<file path="config.mk">
export PLATFORM = sky130hd
export DESIGN_NAME = ic_cell
export DESIGN_NICKNAME = d
export VERILOG_FILES = /design/src/rtl/core/ic_pkg.sv /design/src/rtl/core/ic_cell.sv
export SDC_FILE = /design/constraint.sdc
export NUM_CORES = 1
export LEC_CHECK = 0
export BUFFER_PORTS_ARGS = -buffer_cell sky130_fd_sc_hd__buf_2
export CAP_MARGIN = 25
export CORE_ASPECT_RATIO = 1.25
export CORE_MARGIN = 5
export CORE_UTILIZATION = 46
export DETAILED_ROUTE_END_ITERATION = 8
export PLACE_DENSITY = 0.83
export SLEW_MARGIN = 20
export SYNTH_ARGS = -nofsm -noshare
export SYNTH_HDL_FRONTEND = slang
export SYNTH_SLANG_ARGS = --single-unit
</file>
<file path="constraint.sdc">
create_clock -name clk -period 5 [get_ports clk]
set_input_delay 1 -clock clk [delete_from_list [all_inputs] [get_ports clk]]
set_output_delay 1 -clock clk [all_outputs]
set_load 0.02 [all_outputs]
</file>
<file path="src/rtl/core/ic_pkg.sv">
// ----------------------------------------------------------------------------
// ic_pkg: shared types and constants of the interrupt coalescer
// Command broadcast to the vector cells, the priority link between cells,
// register indexes and operation codes.
// ----------------------------------------------------------------------------
package ic_pkg;

  localparam int VEC_W   = 5;
  localparam int TIME_W  = 64;
  localparam int COUNT_W = 16;

  localparam logic [TIME_W-1:0]  DISARMED  = {TIME_W{1'b1}};
  localparam logic [COUNT_W-1:0] COUNT_MAX = {COUNT_W{1'b1}};

  // operation codes of an input item
  localparam logic OP_POST = 1'b0;
  localparam logic OP_TICK = 1'b1;

  // configuration register indexes (byte address / 4)
  typedef enum logic [1:0] {
    REG_TIME      = 2'd0,
    REG_THRESHOLD = 2'd1,
    REG_ENABLE    = 2'd2
  } ic_reg_t;

  // command broadcast to every cell in the cycle an item is accepted
  typedef struct packed {
    logic               tick;
    logic               post;
    logic               hold;        // post is coalesced (valid setup, lane enabled)
    logic               assert_req;
    logic [VEC_W-1:0]   vector;
    logic [TIME_W-1:0]  time_next;
    logic [TIME_W-1:0]  arm_deadline;
    logic [COUNT_W-1:0] threshold;
  } ic_cmd_t;

  // priority link handed up the chain: lowest cell with an expired flag
  typedef struct packed {
    logic             found;
    logic [VEC_W-1:0] idx;
  } ic_link_t;

endpackage

</file>
<file path="src/rtl/core/ic_cell.sv">
// ----------------------------------------------------------------------------
// ic_cell: coalescing entry of one interrupt vector
// Holds request count, deadline, pending and expired flags; takes the
// broadcast command and passes the priority link on to the next cell.
// ----------------------------------------------------------------------------
module ic_cell
  import ic_pkg::*;
#(
  parameter int IDX = 0
) (
  input  logic     clk,
  input  logic     rst,
  input  ic_cmd_t  cmd,
  input  logic     en,
  input  logic     clr,
  input  logic     take,
  input  ic_link_t link_in,
  output ic_link_t link_out,
  output logic     flag_o,
  output logic     emit
);

  localparam logic [VEC_W-1:0] MY_VEC = VEC_W'(IDX);

  logic [COUNT_W-1:0] count, count_next, cnt_inc;
  logic [TIME_W-1:0]  deadline, deadline_next;
  logic               pending, pending_next;
  logic               flag, flag_next;
  logic               hit, grant, expire;

  assign hit    = cmd.post & cmd.hold & en & (cmd.vector == MY_VEC);
  assign grant  = flag & ~link_in.found;
  assign expire = (deadline != DISARMED) && (deadline == cmd.time_next);
  assign cnt_inc = (count == COUNT_MAX) ? count : count + COUNT_W'(1);

  // priority link: lowest flagged cell wins
  assign link_out.found = link_in.found | flag;
  assign link_out.idx   = link_in.found ? link_in.idx : MY_VEC;
  assign flag_o         = flag;

  // entry update
  always_comb begin
    count_next    = count;
    deadline_next = deadline;
    pending_next  = pending;
    flag_next     = flag;
    emit          = 1'b0;
    if (take && grant) begin
      flag_next = 1'b0;
    end
    if (clr) begin
      count_next    = '0;
      deadline_next = DISARMED;
      pending_next  = 1'b0;
    end else if (cmd.tick) begin
      if (expire) begin
        count_next    = '0;
        deadline_next = DISARMED;
        pending_next  = 1'b1;
        flag_next     = 1'b1;
      end
    end else if (hit) begin
      if (cmd.assert_req) begin
        count_next = cnt_inc;
        if (cnt_inc == COUNT_W'(1)) begin
          deadline_next = cmd.arm_deadline;
        end else if (cnt_inc >= cmd.threshold) begin
          count_next    = '0;
          deadline_next = DISARMED;
          pending_next  = 1'b1;
          emit          = 1'b1;
        end
      end else if (pending) begin
        pending_next = 1'b0;
        emit         = 1'b1;
      end
    end
  end

  always_ff @(posedge clk) begin
    if (rst) begin
      count    <= '0;
      deadline <= DISARMED;
      pending  <= 1'b0;
      flag     <= 1'b0;
    end else begin
      count    <= count_next;
      deadline <= deadline_next;
      pending  <= pending_next;
      flag     <= flag_next;
    end
  end

endmodule
</file>
# After elaboration in Yosys (flattened, before gate mapping)
# Cells that the tools add are included.
[op_classes]
n_eq_ne = 7
addsub = 1
bitwise_logic = 6
mux = 31
reduce_logical = 10
order_cmp = 1
[op_table]
columns = ["cell", "count"]
rows = [
  ["$mux W64", 6],
  ["$mux W16", 7],
  ["$eq A64 B64 Y1", 1],
  ["$ne A64 B64 Y1 const B", 1],
  ["$mux W1", 17],
  ["$add A16 B1 Y16 const B", 1],
  ["$eq A16 B1 Y1 const B", 1],
  ["$eq A16 B16 Y1 const B", 1],
  ["$ge A16 B16 Y1", 1],
  ["$reduce_and A4 Y1", 2],
  ["$logic_not A5 Y1", 1],
  ["$mux W5", 1],
  ["$and A1 B1 Y1", 4],
  ["$reduce_bool A2 Y1", 2],
  ["$ne A3 B1 Y1 const B", 1],
  ["$ne A3 B3 Y1 const B", 1],
  ["$reduce_and A3 Y1", 1],
  ["$reduce_bool A3 Y1", 1],
  ["$logic_and A1 B1 Y1", 2],
  ["$ne A2 B1 Y1 const B", 1],
  ["$reduce_or A2 Y1", 1],
  ["$not A1 Y1", 1],
  ["$or A1 B1 Y1", 1],
]
[word_totals]
input_bits = 164
output_inout_bits = 8
ff_bits = 82
word_cells = 60

# Longest topological paths before layout
[logic_depth]
word_depth = 9
mapped_depth = 17
depth_no_buf = 15

# Least setup slack after synthesis
# Ideal clock, no wire load.
[synth_path]
path_kind = "register to output"
start = "reg count[0]"
end = "out emit"
path_stages_with_launch = 15
required_time_ns = 4.000
path_buffers = 0
slack_ns = 0.459
t_arrival_ns = 3.541
path_cell_list = "dfxtp_1 > ha_1 > nand3_4 > nor4_1 > nor4_1 > nand2b_1 > nand2_1 > ha_1 > a21o_1 > a21o_1 > a221o_1 > a221oi_1 > o21ai_0 > a31oi_1 > nor3_1"
[synth_via]
elab_chain_len = 9
word_cells_on_any_way = 11
cone_classes = "add/sub (1); order compare (1); eq/ne (2); mux (7)"
[synth_rtl]
columns = ["element", "line", "source"]
rows = [
  ["from (decl)", "ic_cell.sv:25", "logic [COUNT_W-1:0] count, count_next, cnt_inc;"],
  ["from (signal assigned)", "ic_cell.sv:87", "count <= count_next;"],
  ["$add A16 B1 Y16 or $eq A16 B16 Y1 (tied branches)", "ic_cell.sv:34", "assign cnt_inc = (count == COUNT_MAX) ? count : count + COUNT_W'(1);"],
  ["$mux W16 (*)", "ic_cell.sv:34", ""],
  ["$ge A16 B16 Y1", "ic_cell.sv:67", "end else if (cnt_inc >= cmd.threshold) begin"],
  ["$mux W1", "ic_cell.sv:67", ""],
  ["$mux W1 (*)", "ic_cell.sv:65", "if (cnt_inc == COUNT_W'(1)) begin"],
  ["$mux W1 (*)", "ic_cell.sv:63", "if (cmd.assert_req) begin"],
  ["$mux W1 (*)", "ic_cell.sv:62", "end else if (hit) begin"],
  ["$mux W1 (*)", "ic_cell.sv:55", "end else if (cmd.tick) begin"],
  ["$mux W1 (*)", "ic_cell.sv:51", "if (clr) begin"],
  ["to (decl)", "ic_cell.sv:20", "output logic emit"],
]
# Every way passes the cells marked *; elsewhere a longest branch is shown, timed or not.

# Worst setup path in the final report
[layout_path]
start = "reg count[6]"
end = "out emit"
# Same word-level chain as after synthesis.

==> results.ini <==
[run_status]
outcome=finished, final reports clean

[logic_synthesis]
synth_commonest_cells=dfxtp_1, o22a_1, xnor2_1
async_flop_share=0
synth-compound-area-share=0.217
synth_area_per_cell_um2=9.07
synth_area_leaders=dfxtp_1, o22a_1, xnor2_1
synthSimpleGateAreaFrac=0.199
synthXorXnorAreaFrac=0.130
yosysTopAreaCell=dfxtp_1
yosysMostFrequentCell=dfxtp_1
synthAdderAreaFrac=0.0465
syn_inst=505
ys_ff_latch=82
synth_top_cell_area_share=0.359
netlist_area_mm2=0.00458
syn_nets=686
synth_cell_types=47
synth_edf_count=0
synthMuxAreaShare=0.00492
synth_top_family_by_area=compound AO/OA/AOI/OAI gates
yosys_warnings=0
seq_area_frac_synth=0.359
synth-main-ff-cell=dfxtp_1

[clock_tree]
cts_tree=built
numCtsBuffers=9
cts-root-buf=clkbuf_16
clkLatencyLatePin_ns=0.33
htreeDepth=3
clkSinkCount=82
clock_path_buffers=2
hold_buffers=0
clkTransAtPathRegs_ns=0.06

[layout]
fin_util=0.608
nNetsFinal=851
antenna_cells=0
syn_to_final_growth_pct=28.3
fin_cells=801
fill_cells=814
final_layout_size_suffix_gt1_frac=0.327
final_area_mm2=0.00587

[placement]
gp_congestion=0.947
dp.cells=783
dpl_worst_slack_ns=0.289
port_buffers=171
dp_hpwl_mm=11.8
dpl_cell_area_mm2=0.00555

[floorplanning]
row_count=40
die-area_mm2=0.0121
die_w_um=99.2
fp.dieH_um=122
start_util=0.474
core-area_mm2=0.00966
ios=172

[pwr]
switching_share=0.243
seqPwrFrac=0.456
p_leak_nw=2.63
clockPowerShare=0.442
peakVddDrop_v=0.000290
p_int_mw=1.08
p_per_area_mw_per_mm2=244
p_comb_frac=0.102
switching_power_mw=0.348
total_power_mw=1.43

[drt]
drc_errors=0
drt_pass1_iterations=4
drt-initial-drc-count=204
num_vias=4615
ant_nets=0
post_drt_wl_per_cell_um=18.2
routed_wl_mm=14.6
via_per_inst=5.76

[sta]
fmax_mhz=211
period_share=0.947
slew_viol_final=0
worstMarginPinSlew_ns=0.673
period_needed_ns=4.74
hold_viol_final=0
hold_ws_ns=0.471
skew_ns=0.00665
tns_ns=0
setup_slack_ns=0.263
slew_headroom=0.551
finalSetupViolCount=0

[run]
maxCapViolations=0

[worst_setup_path]
endpoint_kind=primary output
path_cells=nand4_1, buf_4, nor4_2, nor4_2, nand2b_1, nand2_1, ha_1, a21o_1, a21o_1, a221o_1, a221oi_1, o21ai_0, a31oi_1, nor3_1, buf_2
crit_required_ns=4.00
start_kind=flip-flop
arrival_ns=3.74
reg2reg_from=count[6]
crit_type=flip-flop to primary output
crit_start=count[6]
crit_path_max_incr_delay_ns=0.46
cpMaxStageDelayCell=dfxtp_1
critPathMaxFanout=10

[global_route]
antenna_found_initial=0
grt_pass1_vias=4631
grt_max_degree=65
grt_usage=0.237
grt_pass1_wl_mm=22.8
grt_remaining_overflow=0

[hold_path]
hold_start=pending
hold_path_class=flip-flop to flip-flop

[flip-flops by register name, indices dropped and copies added (netlist names)]
| register | count |
|---|---|
| count | 16 |
| flag_o | 1 |
| deadline | 64 |
| pending | 1 |
[power by group through the flow]
stage          logic (mW)  registers, mW  clock network, mW
4_1_cts             0.145          0.653              0.644
2_1_floorplan      0.0555          0.668                  0
5_1_grt             0.157          0.653              0.678
3_5_place_dp        0.144          0.668                  0
3_3_place_gp        0.141          0.668                  0
6_report            0.146          0.653              0.634
[routing by layer]
metal | vias up | GRT usage | wire [um]
met2 | 210 | 0.413 | 7390
li1 | 2215 | - | -
met3 | 40 | 0.0601 | 1150
met1 | 2150 | 0.263 | 5360
met4 | 0 | 0.131 | 693
met5 | - | 0 | 0
[worst max-delay path, delay by kind of cell (launching register included)]
kind / cells / cell delay (ns)
adders and majority gates: 1 / 0.24
AOI/OAI and AO/OA: 6 / 1.36
DFF: 1 / 0.46
and+or+nand+nor: 6 / 0.98
buffers and inverters: 2 / 0.37
[final cells by class]
type,count,area (um2),share of cell area
clock buffers,10,239,0.0407
clock inverters,6,47.5,0.00809
inverters,22,82.6,0.0141
multi-input cells,374,2760,0.470
flip-flops and latches,82,1640,0.280
well taps,126,158,0.0268
repair buffers,181,943,0.161
[path summary, 6_finish.rpt]
kind,endpoint,slack (ns),cells after the start
setup reg to reg,deadline[31],0.83,17
setup / recovery,emit,0.26,15
hold reg to reg,pending,0.47,1
hold / removal,pending,0.47,1
[what timing repair did]
action	4_1_cts	5_1_grt
gates resized for setup	1	6
setup buffers	0	2
endpoints found under the setup margin	1	1
pin swaps	0	2
[kinds of logic (layout without fill, tap and decap cells)]
logic type / after synthesis / count (layout)
xor gates and xnor gates: 68 / 68
adders and majority gates: 17 / 17
and+or+nand+nor: 161 / 161
buffers and inverters: 49 / 219
DFF: 82 / 82
AOI/OAI and AO/OA: 126 / 126
muxes: 2 / 2
[layout by cell type (no fill, tap or decap), types with 4 or more instances in the layout]
master,count
inv_1,22
xnor2_1,57
buf_2,171
dfxtp_1,80
or2_2,8
nand2_1,32
a21o_1,12
nor3_1,12
o21ai_0,7
and3_1,4
and2_1,5
nor2_1,14
nand2b_1,6
xor2_1,11
ha_1,16
o22a_1,65
a31oi_1,4
o21a_1,5
nor4_1,12
a21oi_1,18
buf_4,9
clkbuf_16,9
nand3_1,8
nand4_1,42
Note: power is estimated with default switching activity, not from simulation.
